`config.mk`:
```
export PLATFORM = sky130hd
export DESIGN_NAME = client_lease_timeout_table_flat
export DESIGN_NICKNAME = d
export VERILOG_FILES = /design/src/rtl/clt_pkg.sv /design/src/rtl/clt_if.sv /design/src/rtl/clt_cell.sv /design/src/rtl/clt_scan.sv /design/src/rtl/client_lease_timeout_table.sv /design/src/flat_wrapper.sv
export SDC_FILE = /design/constraint.sdc
export NUM_CORES = 1
export LEC_CHECK = 0
export BUFFER_PORTS_ARGS = -buffer_cell sky130_fd_sc_hd__buf_4
export CAP_MARGIN = 20
export CORE_ASPECT_RATIO = 1.5
export CORE_MARGIN = 3
export CORE_UTILIZATION = 43
export DETAILED_ROUTE_END_ITERATION = 6
export PLACE_DENSITY_LB_ADDON = 0.25
export SYNTH_ARGS = -nofsm -noshare
export SYNTH_HDL_FRONTEND = slang
export SYNTH_HIERARCHICAL = 1
export SYNTH_SLANG_ARGS = --single-unit
```
`constraint.sdc`:
```
create_clock -name i_clk -period 9 [get_ports i_clk]
set_input_delay 0.9 -clock i_clk [delete_from_list [all_inputs] [get_ports i_clk]]
set_output_delay 0.9 -clock i_clk [all_outputs]
set_load 0.02 [all_outputs]
```
`src/rtl/clt_pkg.sv`:
```
package clt_pkg;

    // table geometry and field widths
    localparam int CLT_SLOTS  = 8;
    localparam int CLT_ADDR_W = 32;
    localparam int CLT_TIME_W = 16;

    // request operation codes
    typedef enum logic [1:0] {
        MODE_RECORD = 2'd0,
        MODE_TICK   = 2'd1,
        MODE_LOOKUP = 2'd2
    } t_mode;

    // sequencer states
    typedef enum logic [1:0] {
        ST_IDLE,
        ST_SCAN,
        ST_HOLD
    } t_state;

    // one client slot as it travels along the ring
    typedef struct packed {
        logic                  valid;
        logic [CLT_ADDR_W-1:0] addr;
        logic [CLT_TIME_W-1:0] ltime;
    } t_slot;

    // one finished result
    typedef struct packed {
        logic                  hit;
        logic [2:0]            slot_index;
        logic                  stored;
        logic                  table_full;
        logic [3:0]            live_count;
        logic [CLT_TIME_W-1:0] max_remaining;
    } t_res;

endpackage

```
`src/rtl/clt_if.sv`:
```
interface clt_req_if;
    import clt_pkg::*;

    logic                  valid;
    logic                  ready;
    logic [1:0]            mode;
    logic [CLT_ADDR_W-1:0] client_ip;
    logic [CLT_TIME_W-1:0] lease_time;

    modport source (output valid, output mode, output client_ip, output lease_time,
                    input ready);
    modport sink   (input valid, input mode, input client_ip, input lease_time,
                    output ready);
endinterface

interface clt_rsp_if;
    import clt_pkg::*;

    logic                  valid;
    logic                  ready;
    logic                  hit;
    logic [2:0]            slot_index;
    logic                  stored;
    logic                  table_full;
    logic [3:0]            live_count;
    logic [CLT_TIME_W-1:0] max_remaining;

    modport source (output valid, output hit, output slot_index, output stored,
                    output table_full, output live_count, output max_remaining,
                    input ready);
    modport sink   (input valid, input hit, input slot_index, input stored,
                    input table_full, input live_count, input max_remaining,
                    output ready);
endinterface

```
`src/rtl/clt_cell.sv`:
```
module clt_cell (
    input  logic           i_clk,
    input  logic           i_rst_n,
    input  logic           i_shift,
    input  clt_pkg::t_slot i_next,
    output clt_pkg::t_slot o_slot
);
    import clt_pkg::*;

    t_slot r_slot;

    // slot register, takes its neighbor's contents on every shift
    always_ff @(posedge i_clk) begin
        if (!i_rst_n) begin
            r_slot <= '0;
        end else if (i_shift) begin
            r_slot <= i_next;
        end
    end

    assign o_slot = r_slot;

endmodule

```
`src/rtl/clt_scan.sv`:
```
module clt_scan #(
    parameter  int SLOTS = clt_pkg::CLT_SLOTS,
    localparam int IW    = (SLOTS > 1) ? $clog2(SLOTS) : 1,
    localparam int CW    = $clog2(SLOTS + 1)
) (
    input  logic                           i_clk,
    input  logic                           i_start,
    input  logic                           i_step,
    input  logic [1:0]                     i_mode,
    input  logic [clt_pkg::CLT_ADDR_W-1:0] i_ip,
    input  logic [clt_pkg::CLT_TIME_W-1:0] i_lease,
    input  logic [IW-1:0]                  i_idx,
    input  clt_pkg::t_slot                 i_slot,
    output clt_pkg::t_slot                 o_slot,
    output clt_pkg::t_res                  o_res_next,
    output clt_pkg::t_res                  o_res_held
);
    import clt_pkg::*;

    logic                  r_hit,    n_hit;
    logic                  r_placed, n_placed;
    logic [IW-1:0]         r_pidx,   n_pidx;
    logic [CW-1:0]         r_live,   n_live;
    logic [CLT_TIME_W-1:0] r_top,    n_top;
    logic                  w_match;

    // pack the running totals into a result for the current operation
    function automatic t_res f_fmt(logic [1:0] m, logic h, logic pl, logic [IW-1:0] pi,
                                   logic [CW-1:0] lv, logic [CLT_TIME_W-1:0] tp);
        t_res          res;
        logic [IW+2:0] wide_idx;
        logic [CW+3:0] wide_cnt;
        res      = '0;
        wide_idx = {3'b000, pi};
        wide_cnt = {4'b0000, lv};
        unique case (m)
            MODE_RECORD: begin
                res.hit        = pl & h;
                res.slot_index = pl ? wide_idx[2:0] : 3'd0;
                res.stored     = pl;
                res.table_full = ~pl;
            end
            MODE_TICK: begin
                res.live_count    = wide_cnt[3:0];
                res.max_remaining = tp;
            end
            MODE_LOOKUP: begin
                res.hit        = h;
                res.slot_index = wide_idx[2:0];
            end
            default: begin
                res = '0;
            end
        endcase
        return res;
    endfunction

    assign w_match = (i_slot.addr == i_ip);

    // one slot passes the shared compare unit per cycle while i_step is high
    always_comb begin
        o_slot   = i_slot;
        n_hit    = r_hit;
        n_placed = r_placed;
        n_pidx   = r_pidx;
        n_live   = r_live;
        n_top    = r_top;
        unique case (i_mode)
            MODE_RECORD: begin
                n_hit = r_hit | (i_slot.valid & w_match);
                if (!r_placed && (!i_slot.valid || w_match)) begin
                    o_slot.valid = 1'b1;
                    o_slot.addr  = i_ip;
                    o_slot.ltime = i_lease;
                    n_placed     = 1'b1;
                    n_pidx       = i_idx;
                end else if (w_match) begin
                    o_slot.ltime = i_lease;
                end
            end
            MODE_TICK: begin
                if (i_slot.valid) begin
                    if (i_slot.ltime <= CLT_TIME_W'(1)) begin
                        o_slot.valid = 1'b0;
                        o_slot.ltime = '0;
                    end else begin
                        o_slot.ltime = i_slot.ltime - CLT_TIME_W'(1);
                        n_live       = r_live + CW'(1);
                        if (o_slot.ltime > r_top) begin
                            n_top = o_slot.ltime;
                        end
                    end
                end
            end
            MODE_LOOKUP: begin
                if (!r_hit && i_slot.valid && w_match) begin
                    n_hit  = 1'b1;
                    n_pidx = i_idx;
                end
            end
            default: begin
                o_slot = i_slot;
            end
        endcase
    end

    // running totals, cleared when a request is taken
    always_ff @(posedge i_clk) begin
        if (i_start) begin
            r_hit    <= 1'b0;
            r_placed <= 1'b0;
            r_pidx   <= '0;
            r_live   <= '0;
            r_top    <= '0;
        end else if (i_step) begin
            r_hit    <= n_hit;
            r_placed <= n_placed;
            r_pidx   <= n_pidx;
            r_live   <= n_live;
            r_top    <= n_top;
        end
    end

    assign o_res_next = f_fmt(i_mode, n_hit, n_placed, n_pidx, n_live, n_top);
    assign o_res_held = f_fmt(i_mode, r_hit, r_placed, r_pidx, r_live, r_top);

endmodule

```
`src/rtl/client_lease_timeout_table.sv`:
```
// Client lease table: SLOTS client slots, each with a valid mark, an IPv4
// address and a remaining lease time.
// i_req carries one request (mode, client_ip, lease_time); mode selects
// record, tick or lookup. o_rsp returns exactly one result per request.
// Both channels move a request on a clock edge with valid and ready high.
// The slots sit in a ring of cells that rotates one place per cycle
// during a walk, so every slot passes the single compare and update
// unit once per request. The result goes to the output register at the
// end of the walk, or once that register is free; no new request is
// taken until then, so the block works on one request at a time.
// The result sits in an output register; a stalled receiver holds it, a
// following request still runs its walk and then waits until the output
// register is free, with i_req.ready low meanwhile.
// Reset (i_rst_n low, synchronous) clears every slot to invalid, address
// 0 and time 0, and drops any pending result.
module client_lease_timeout_table #(
    parameter int SLOTS = clt_pkg::CLT_SLOTS
) (
    input  logic        i_clk,
    input  logic        i_rst_n,
    clt_req_if.sink     i_req,
    clt_rsp_if.source   o_rsp
);
    import clt_pkg::*;

    localparam int IW = (SLOTS > 1) ? $clog2(SLOTS) : 1;

    t_state                r_state, n_state;
    logic [IW-1:0]         r_idx;
    logic [1:0]            r_mode;
    logic [CLT_ADDR_W-1:0] r_ip;
    logic [CLT_TIME_W-1:0] r_lease;
    logic                  r_out_valid;
    t_res                  r_out;

    logic w_start, w_step, w_last, w_out_free, w_load_next, w_load_held, w_ready;
    t_slot w_slot [SLOTS];
    t_slot w_ring_in;
    t_res  w_res_next, w_res_held;

    assign w_last     = (r_idx == IW'(SLOTS - 1));
    assign w_out_free = !r_out_valid || o_rsp.ready;

    // next state
    always_comb begin
        n_state = r_state;
        unique case (r_state)
            ST_IDLE: if (i_req.valid) n_state = ST_SCAN;
            ST_SCAN: if (w_last) n_state = w_out_free ? ST_IDLE : ST_HOLD;
            ST_HOLD: if (w_out_free) n_state = ST_IDLE;
            default: n_state = ST_IDLE;
        endcase
    end

    // state outputs
    always_comb begin
        w_ready     = 1'b0;
        w_start     = 1'b0;
        w_step      = 1'b0;
        w_load_next = 1'b0;
        w_load_held = 1'b0;
        unique case (r_state)
            ST_IDLE: begin
                w_ready = 1'b1;
                w_start = i_req.valid;
            end
            ST_SCAN: begin
                w_step      = 1'b1;
                w_load_next = w_last && w_out_free;
            end
            ST_HOLD: begin
                w_load_held = w_out_free;
            end
            default: begin
                w_ready = 1'b0;
            end
        endcase
    end

    always_ff @(posedge i_clk) begin
        if (!i_rst_n) begin
            r_state <= ST_IDLE;
        end else begin
            r_state <= n_state;
        end
    end

    // slot position counter for the walk
    always_ff @(posedge i_clk) begin
        if (!i_rst_n || w_start) begin
            r_idx <= '0;
        end else if (w_step) begin
            r_idx <= w_last ? '0 : r_idx + IW'(1);
        end
    end

    // request capture
    always_ff @(posedge i_clk) begin
        if (w_start) begin
            r_mode  <= i_req.mode;
            r_ip    <= i_req.client_ip;
            r_lease <= i_req.lease_time;
        end
    end

    // ring of slot cells, the head feeds the shared unit and the tail
    // takes its updated slot
    for (genvar k = 0; k < SLOTS; k++) begin : g_cell
        t_slot w_next;
        if (k == SLOTS - 1) begin : g_tail
            assign w_next = w_ring_in;
        end else begin : g_body
            assign w_next = w_slot[k+1];
        end
        clt_cell u_cell (
            .i_clk   (i_clk),
            .i_rst_n (i_rst_n),
            .i_shift (w_step),
            .i_next  (w_next),
            .o_slot  (w_slot[k])
        );
    end

    clt_scan #(.SLOTS(SLOTS)) u_scan (
        .i_clk      (i_clk),
        .i_start    (w_start),
        .i_step     (w_step),
        .i_mode     (r_mode),
        .i_ip       (r_ip),
        .i_lease    (r_lease),
        .i_idx      (r_idx),
        .i_slot     (w_slot[0]),
        .o_slot     (w_ring_in),
        .o_res_next (w_res_next),
        .o_res_held (w_res_held)
    );

    // output register
    always_ff @(posedge i_clk) begin
        if (!i_rst_n) begin
            r_out_valid <= 1'b0;
        end else if (w_load_next || w_load_held) begin
            r_out_valid <= 1'b1;
        end else if (o_rsp.ready) begin
            r_out_valid <= 1'b0;
        end
    end

    always_ff @(posedge i_clk) begin
        if (w_load_next) begin
            r_out <= w_res_next;
        end else if (w_load_held) begin
            r_out <= w_res_held;
        end
    end

    assign i_req.ready         = w_ready;
    assign o_rsp.valid         = r_out_valid;
    assign o_rsp.hit           = r_out.hit;
    assign o_rsp.slot_index    = r_out.slot_index;
    assign o_rsp.stored        = r_out.stored;
    assign o_rsp.table_full    = r_out.table_full;
    assign o_rsp.live_count    = r_out.live_count;
    assign o_rsp.max_remaining = r_out.max_remaining;

endmodule

```
`src/flat_wrapper.sv`:
```
// flat-port wrapper written by rule: the top's interface ports become plain ports
module client_lease_timeout_table_flat import clt_pkg::*;
#(
    parameter int SLOTS = clt_pkg::CLT_SLOTS
)
  (i_clk, i_rst_n, i_req_valid, i_req_mode, i_req_client_ip, i_req_lease_time, i_req_ready, o_rsp_valid, o_rsp_hit, o_rsp_slot_index, o_rsp_stored, o_rsp_table_full, o_rsp_live_count, o_rsp_max_remaining, o_rsp_ready);
  clt_req_if i_req_i ();
  clt_rsp_if o_rsp_i ();
  input  logic i_clk;
  input  logic i_rst_n;
  input wire logic [$bits(i_req_i.valid)-1:0] i_req_valid;
  input wire logic [$bits(i_req_i.mode)-1:0] i_req_mode;
  input wire logic [$bits(i_req_i.client_ip)-1:0] i_req_client_ip;
  input wire logic [$bits(i_req_i.lease_time)-1:0] i_req_lease_time;
  output wire logic [$bits(i_req_i.ready)-1:0] i_req_ready;
  output wire logic [$bits(o_rsp_i.valid)-1:0] o_rsp_valid;
  output wire logic [$bits(o_rsp_i.hit)-1:0] o_rsp_hit;
  output wire logic [$bits(o_rsp_i.slot_index)-1:0] o_rsp_slot_index;
  output wire logic [$bits(o_rsp_i.stored)-1:0] o_rsp_stored;
  output wire logic [$bits(o_rsp_i.table_full)-1:0] o_rsp_table_full;
  output wire logic [$bits(o_rsp_i.live_count)-1:0] o_rsp_live_count;
  output wire logic [$bits(o_rsp_i.max_remaining)-1:0] o_rsp_max_remaining;
  input wire logic [$bits(o_rsp_i.ready)-1:0] o_rsp_ready;
  assign i_req_i.valid = i_req_valid;
  assign i_req_i.mode = i_req_mode;
  assign i_req_i.client_ip = i_req_client_ip;
  assign i_req_i.lease_time = i_req_lease_time;
  assign i_req_ready = i_req_i.ready;
  assign o_rsp_valid = o_rsp_i.valid;
  assign o_rsp_hit = o_rsp_i.hit;
  assign o_rsp_slot_index = o_rsp_i.slot_index;
  assign o_rsp_stored = o_rsp_i.stored;
  assign o_rsp_table_full = o_rsp_i.table_full;
  assign o_rsp_live_count = o_rsp_i.live_count;
  assign o_rsp_max_remaining = o_rsp_i.max_remaining;
  assign o_rsp_i.ready = o_rsp_ready;
  client_lease_timeout_table #(.SLOTS(SLOTS)) u_core (.i_clk(i_clk), .i_rst_n(i_rst_n), .i_req(i_req_i), .o_rsp(o_rsp_i));
endmodule
```
==> qor.log, run 1 <==
INFO  critical_path  critPathMaxFanout=16
INFO  layout         n_antenna_cell=0
INFO  layout         filler_cell_count=4,440
INFO  layout         final_cells=2,580
INFO  detailed_routing vias=12,700
INFO  critical_path  setup.worst_path.class=reg2reg
INFO  clock_network  postCtsResizedCells=0
INFO  detailed_routing remaining_design_rule_violation_count=4
INFO  layout         multi_input_comb_area=0.00970mm2
INFO  logic_synthesis syn-instance-count=1,861
INFO  detailed_routing drt_pre_antenna_iters=7
INFO  floorplanning  floorplan.core_area=0.0489mm2
INFO  clock_network  cts_buffers=49
INFO  run            max_capacitance_violation_count=0
INFO  detailed_routing vias_per_cell=4.94
INFO  global_routing grt_pass1_vias=12,700
INFO  logic_synthesis synth_nets=1,936
INFO  global_routing global_route.overflow_total=0
INFO  power_and_ir_drop leakage=8.77nW
INFO  clock_network  tritoncts=done
INFO  floorplanning  die_wd=188um
INFO  timing         final_report_max_slew_violation_count=0
INFO  clock_network  cts_htree_levels=2
INFO  layout         design.final.nets=1,959
INFO  clock_network  clk-insertion-delay-late=590ps
INFO  timing         layout_worst_path_cycle_share=0.527
INFO  layout         layout.cells.most_common=dfxtp_1
INFO  logic_synthesis yosys_register_bits=499
INFO  critical_path  crit_path_start_kind=flip-flop
INFO  detailed_routing final_antenna_net_count=0
INFO  logic_synthesis yosys.cell_types.count=67
INFO  critical_path  cp_data_required_time=9330ps
INFO  timing         fin_worst_skew=24.4ps
INFO  clock_network  cts_hold_buf=0
INFO  placement      gp_congestion=0.877
INFO  placement      dpl-instance-area=0.0222mm2
INFO  placement      placedCellCount=2,489
INFO  critical_path  timing.critical_path.to_type=flip-flop
INFO  placement      place_worst_setup_slack=4290ps
INFO  placement      hpwl=24,700um
INFO  logic_synthesis synth-main-ff-cell=dfxtp_1
INFO  timing         timing.final.setup_violations=0
INFO  floorplanning  ioPinCount=82
INFO  detailed_routing routed_wl=39,300um
INFO  timing         hold_viol_final=0
INFO  global_routing grt_usage=0.147
INFO  clock_network  clock_input_transition_at_the_sequential_cells_of_the_worst_setup_and_hold_paths=70ps
INFO  logic_synthesis synth-async-reset-ratio=0
INFO  floorplanning  die-area=0.0526mm2
INFO  timing         setup_repair_after_global_routing_missed_its_margin=false
INFO  timing         fmax=0.211GHz
INFO  detailed_routing routed_wire_length_per_instance=15.2um
INFO  status         status=finished, violations left
INFO  clock_network  post_cts.repair.setup_buffers=0
INFO  global_routing grt_antenna_before_repair=0
INFO  power_and_ir_drop power_density=192mW/mm2
INFO  detailed_routing initialDrtViolationCount=519
INFO  floorplanning  initial_core_util=0.438
INFO  floorplanning  core.rowCount=99
INFO  timing         worst_pin_slew=1200ps
INFO  layout         top_library_cells_by_usage_in_the_layout_fill_and_taps_aside=dfxtp_1, nor2b_1, mux2i_1
INFO  global_routing wire_length_of_the_first_global_routing_pass=64,800um
INFO  placement      io_buffers=81
INFO  power_and_ir_drop ir_worst_vdd=164uV
INFO  layout         area_delta_synth_final=10.7%
INFO  critical_path  worst_ep_arrival_time=5070ps
INFO  clock_network  clk_path_buf_depth=3
INFO  worst_hold_path hold_path_class=reg2reg
INFO  logic_synthesis syn_avg_cell_area=11.5um2
INFO  layout         post-route-cell-area=0.0237mm2
INFO  timing         timing.setup.tns=0ps
INFO  status         violations=design-rule violations
INFO  layout         final_util=0.485
INFO  logic_synthesis mappedNetlistArea=0.0214mm2
INFO  timing         layout_min_cycle_time=4740ps
INFO  logic_synthesis yosysWarningCount=6
INFO  layout         layout.area.seq=0.0108mm2
INFO  logic_synthesis synth_sequential_area_ratio=0.501
INFO  clock_network  cts.root.buffer_cell=clkbuf_16
INFO  clock_network  clkSinkCount=499
INFO  timing         timing.slew.headroom=0.198
INFO  layout         post_route_cells_drive_above_1_share=0.139
INFO  timing         final.setup.worst_slack=4260ps
INFO  logic_synthesis count_of_flip_flops_with_a_built_in_enable_after_synthesis=76
INFO  global_routing pin_count_of_the_biggest_net_entering_global_routing=166
INFO  floorplanning  die_h=280um
[critical path: stages, from the launching register on]
cell and delay [ps]:
dfxtp_1 390, nor4_4 600, nand2_1 220, or4_1 460
xor2_1 390, inv_1 90, ha_1 330, nand4_1 150
nor3_1 90, and4_1 240, nor2_2 490, and2_4 430
mux2_2 370, mux2_2 260
[per-stage QoR]
step	total power [mW]	hold WS [ps]
after floorplan	2.56	440
after global placement	2.60	447
after detailed placement	2.60	460
after CTS	4.64	438
after global routing	4.73	448
final	4.56	473
[worst paths after layout]
kind                                     startpoint                            end  slack [ps]  cells past startpoint
hold / removal              u_core/u_scan/r_top[15]        u_core/u_scan/r_top[15]         470                      1
hold reg to reg             u_core/u_scan/r_top[15]        u_core/u_scan/r_top[15]         470                      1
setup / recovery  u_core/g_cell[0].u_cell/o_slot[2]  u_core/o_rsp.max_remaining[4]        4260                     13
setup reg to reg  u_core/g_cell[0].u_cell/o_slot[2]  u_core/o_rsp.max_remaining[4]        4260                     13
[area by class of cell]
type / instances / share of cell area
flip-flops and latches: 499 / 0.453
multi-input cells: 1201 / 0.409
clock buffers: 72 / 0.0610
well taps: 656 / 0.0346
repair buffers: 94 / 0.0310
inverters: 39 / 0.00616
clock inverters: 19 / 0.00601
[kinds of logic after synthesis]
| kind of cell | Yosys count | synth area share |
|---|---|---|
| fa+ha+maj | 21 | 0.0123 |
| flops | 499 | 0.501 |
| buf+inv | 161 | 0.0472 |
| compound gates | 125 | 0.0467 |
| mux | 461 | 0.219 |
| xor+xnor | 48 | 0.0196 |
| simple gates | 546 | 0.154 |
[cell usage after synthesis, types with 2 or more instances]
master,number,share of area
a22oi_1,6,0.0021
xor2_1,41,0.017
a211oi_1,7,0.0025
nand4_1,10,0.0029
and3_1,8,0.0023
xnor2_1,7,0.0029
buf_6,7,0.0037
o21bai_1,2,0.00070
a31oi_1,3,0.00088
or4_1,2,0.00070
a221o_1,17,0.0079
ha_1,21,0.012
or2_2,2,0.00058
inv_1,38,0.0067
and2_1,4,0.0012
buf_1,3,0.00053
buf_12,8,0.0075
a21oi_1,37,0.0086
nand2_1,16,0.0028
o21ai_0,7,0.0016
buf_2,12,0.0028
nor4_1,11,0.0032
dfxtp_1,423,0.39
nor2b_1,399,0.12
buf_4,32,0.011
mux2i_1,398,0.19
mux2_2,63,0.033
a21o_1,7,0.0025
a211oi_2,16,0.0093
nand3_1,5,0.0012
o21a_1,4,0.0014
o31ai_2,2,0.0012
nand2b_1,8,0.0023
edfxtp_1,76,0.11
and2_4,2,0.00082
nor2_1,56,0.0098
buf_8,8,0.0056
clkbuf_1,52,0.0091
a32o_1,3,0.0014
or3_1,2,0.00058
nor3_1,8,0.0019
nor4_4,2,0.0020
a21boi_0,2,0.00070
[sequential cells by signal, indices dropped and copies added, names as in the netlist, 4 cells and up]
name	flops
u_core/r_lease	16
u_core/g_cell.u_cell/o_slot	392
u_core/o_rsp.max_remaining	16
u_core/u_scan/r_top	16
u_core/o_rsp.live_count	4
u_core/u_scan/r_live	4
u_core/r_ip	32
[routing by layer]
| layer | global-route usage | vias to the layer above | share of wire |
|---|---|---|---|
| li1 | - | 6453 | - |
| met1 | 0.181 | 5968 | 0.45 |
| met2 | 0.254 | 239 | 0.48 |
| met3 | 0.0293 | 89 | 0.041 |
| met4 | 0.0589 | 0 | 0.034 |
| met5 | 0 | - | 0 |
[power by group]
| part | switching [mW] | internal, mW | total (mW) | leakage (nW) |
|---|---|---|---|---|
| Combinational | 0.127 | 0.120 | 0.247 | 3.86 |
| Clock | 0.861 | 1.15 | 2.01 | 0.787 |
| Sequential | 0.0162 | 2.29 | 2.30 | 4.13 |
Note: power is estimated with default switching activity, not from simulation.
==> run 2, diff against run 1 <==
==> constraint.sdc (replaced) <==
create_clock -name i_clk -period 4 [get_ports i_clk]
set_input_delay 0.4 -clock i_clk [delete_from_list [all_inputs] [get_ports i_clk]]
set_output_delay 0.4 -clock i_clk [all_outputs]
set_load 0.02 [all_outputs]
==> run 2 against run 1 <==
- the run now ends clean
- setup slack got worse by 3900 ps
- die area unchanged
- final area increased by 3.2%
- critical endpoint is now u_core/o_rsp.max_remaining[0]
==> qor.log, run 2 (synthesis results as in run 1) <==
INFO  floorplanning  initial_core_util=0.438 [unchanged]
INFO  clock_network  cts.root.buffer_cell=clkbuf_16
INFO  worst_hold_path hold_depth=1 [unchanged]
INFO  floorplanning  die_wd=188um [unchanged]
INFO  timing         timing.setup.tns=0ps [unchanged]
INFO  worst_hold_path timing.hold.worst_endpoint=u_core/r_ip[29]
INFO  clock_network  clk-insertion-delay-late=580ps [about the same]
INFO  critical_path  crit_path_start_kind=flip-flop
INFO  critical_path  r2r_setup_slack=380ps [-3870 ps]
INFO  layout         design.final.nets=2,031 [+3.7%]
INFO  placement      hpwl=25,400um [+3.1%]
INFO  clock_network  cts_htree_levels=2 [unchanged]
INFO  floorplanning  ioPinCount=82 [unchanged]
INFO  detailed_routing vias=12,900 [+1.4%]
INFO  critical_path  cpLargestDelayFamily=simple AND/OR/NAND/NOR gates
INFO  timing         timing.final.setup_violations=0 [unchanged]
INFO  timing         worst_pin_slew=960ps [-243 ps]
INFO  clock_network  clk_path_buf_depth=3 [unchanged]
INFO  layout         final_util=0.501 [+0.0154]
INFO  detailed_routing routed_wire_length_per_instance=15.1um [-0.78%]
INFO  placement      place_worst_setup_slack=161ps [-4130 ps]
INFO  clock_network  clock_input_transition_at_the_sequential_cells_of_the_worst_setup_and_hold_paths=60ps [about the same]
INFO  global_routing wire_length_of_the_first_global_routing_pass=66,900um [+3.1%]
INFO  power_and_ir_drop power_density=426mW/mm2 [+120%]
INFO  detailed_routing final_antenna_net_count=0 [unchanged]
INFO  layout         post_route_cells_drive_above_1_share=0.146 [+0.00752]
INFO  power_and_ir_drop power_total=10.4mW [+130%]
INFO  layout         top_library_cells_by_usage_in_the_layout_fill_and_taps_aside=dfxtp_1, nor2b_1, mux2i_1
INFO  placement      io_buffers=81 [unchanged]
INFO  detailed_routing vias_per_cell=4.87 [-1.4%]
INFO  timing         timing.slew.headroom=0.360 [+0.162]
INFO  critical_path  worst_ep_arrival_time=3930ps [-1140 ps]
INFO  critical_path  ff_to_ff_start=u_core/g_cell[0].u_cell/o_slot[9]
INFO  global_routing global_route.overflow_total=0 [unchanged]
INFO  status         status=finished, final reports clean
INFO  critical_path  ff2ff_path_depth=13 [unchanged]
INFO  timing         final.setup.worst_slack=384ps [-3870 ps]
INFO  clock_network  tritoncts=done
INFO  worst_hold_path worstHoldStart=i_req_client_ip[29]
INFO  timing         hold_viol_final=0 [unchanged]
INFO  layout         n_antenna_cell=0 [unchanged]
INFO  detailed_routing remaining_design_rule_violation_count=0 [-4]
INFO  detailed_routing drt_pre_antenna_iters=4 [-3]
INFO  timing         fin_worst_skew=23.5ps [-0.907 ps]
INFO  global_routing grt_antenna_before_repair=0 [unchanged]
INFO  floorplanning  die-area=0.0526mm2 [unchanged]
INFO  critical_path  cp.depth=13 [unchanged]
INFO  placement      gp_congestion=0.874 [-0.31%]
INFO  timing         layout_min_cycle_time=3620ps [-1130 ps]
INFO  floorplanning  core.rowCount=99 [unchanged]
INFO  critical_path  slowest_stage=nor4_4
INFO  critical_path  timing.critical_path.to_type=flip-flop
INFO  layout         area_delta_synth_final=14.2%
INFO  critical_path  critPathMaxFanout=8 [-8]
INFO  critical_path  setup.worst_path.class=reg2reg
INFO  critical_path  critical_path.cell_chain=nor4_4, nand4_1, nor3_1, xnor2_1, inv_1, ha_1, nand4_1, nor3_2, a21boi_0, nand3b_1, and2_4, mux2_2, mux2_2
INFO  layout         layout.cells.most_common=dfxtp_1
INFO  clock_network  clkSinkCount=499 [unchanged]
INFO  global_routing grt_usage=0.151 [+0.00343]
INFO  run            max_capacitance_violation_count=0 [unchanged]
INFO  detailed_routing initialDrtViolationCount=566 [+9.1%]
INFO  timing         setup_repair_after_global_routing_missed_its_margin=false
INFO  global_routing grt_pass1_vias=13,200 [+3.3%]
INFO  critical_path  worst_r2r_endpoint=u_core/o_rsp.max_remaining[0]
INFO  critical_path  worst-path-buf-inv=1 [unchanged]
INFO  layout         final_cells=2,652 [+2.8%]
INFO  worst_hold_path hold_path_class=in2reg
INFO  timing         final_report_max_slew_violation_count=0 [unchanged]
INFO  critical_path  cp_data_required_time=4320ps [-5010 ps]
INFO  placement      placedCellCount=2,511 [+0.88%]
INFO  critical_path  timing.critical_path.slowest_cell_delay=430ps [-170 ps]
INFO  power_and_ir_drop leakage=9.14nW [+4.1%]
INFO  global_routing pin_count_of_the_biggest_net_entering_global_routing=158 [-4.8%]
INFO  detailed_routing routed_wl=40,100um [+2.0%]
INFO  timing         fmax=0.277GHz [+31%]
INFO  layout         largest_register_ff_count=392 [unchanged]
INFO  timing         layout_worst_path_cycle_share=0.904 [+0.377]
INFO  floorplanning  die_h=280um [unchanged]
INFO  power_and_ir_drop ir_worst_vdd=337uV [+110%]
INFO  clock_network  cts_buffers=48 [-2.0%]
INFO  floorplanning  floorplan.core_area=0.0489mm2 [unchanged]
-- run 2: changes by cell type in the layout (fill, tap and decap cells not counted), moves of 2 or more --
cell / before / now
clkinv_1: 6 / 4
clkbuf_1: 11 / 15
clkbuf_16: 51 / 48
buf_4: 91 / 114
dlygate4sd3_1: 0 / 47
buf_12: 2 / 5
bufinv_16: 1 / 6
clkbuf_8: 10 / 8
-- run 2: power breakdown --
group          internal, mW  switching, mW
Sequential             5.14         0.0343
Combinational         0.300          0.297
Clock                  2.75           1.91
-- run 2: layout make-up --
type | count | area, um2
Sequential cell | 499 | 10800
Clock inverter | 20 | 277
Inverter | 39 | 146
Tap cell | 656 | 821
Clock buffer | 70 | 1350
Fill cell | 4374 | 24400
Timing Repair Buffer | 167 | 1440
Multi-Input combinational cell | 1201 | 9710
-- run 2: stage by stage --
| step | hold slack (ps) | cell area [um2] |
|---|---|---|
| floorplan | 440 | 21500 |
| global placement | 451 | 22400 |
| detailed placement | 453 | 22400 |
| CTS | 3.54 | 24500 |
| global route | 5.68 | 24500 |
| finish | 33.7 | 24500 |
-- run 2: routing by layer --
layer | part of all wire | track usage | routed length [um]
met2 | 0.49 | 0.266 | 19500
met3 | 0.037 | 0.0238 | 1470
met1 | 0.45 | 0.188 | 17900
met4 | 0.028 | 0.0527 | 1140
met5 | 0 | 0 | 0
-- run 2: worst max-delay path by stage --
stage                                      startpoint  slack, ps                             to
floorplan           u_core/g_cell[0].u_cell/o_slot[3]         40  u_core/o_rsp.max_remaining[0]
global placement    u_core/g_cell[0].u_cell/o_slot[7]        280  u_core/o_rsp.max_remaining[5]
detailed placement  u_core/g_cell[0].u_cell/o_slot[7]        160  u_core/o_rsp.max_remaining[5]
CTS                 u_core/g_cell[0].u_cell/o_slot[7]        150  u_core/o_rsp.max_remaining[5]
global route        u_core/g_cell[0].u_cell/o_slot[3]         30  u_core/o_rsp.max_remaining[7]
finish              u_core/g_cell[0].u_cell/o_slot[9]        380  u_core/o_rsp.max_remaining[0]
-- run 2: what timing repair did --
item | in CTS | in global routing
hold buffers | 47 | 0
buffers inserted | 0 | 4
endpoints found under the setup margin | 0 | 4
endpoints found under the hold margin | 47 | 0
gates resized for setup | 0 | 1
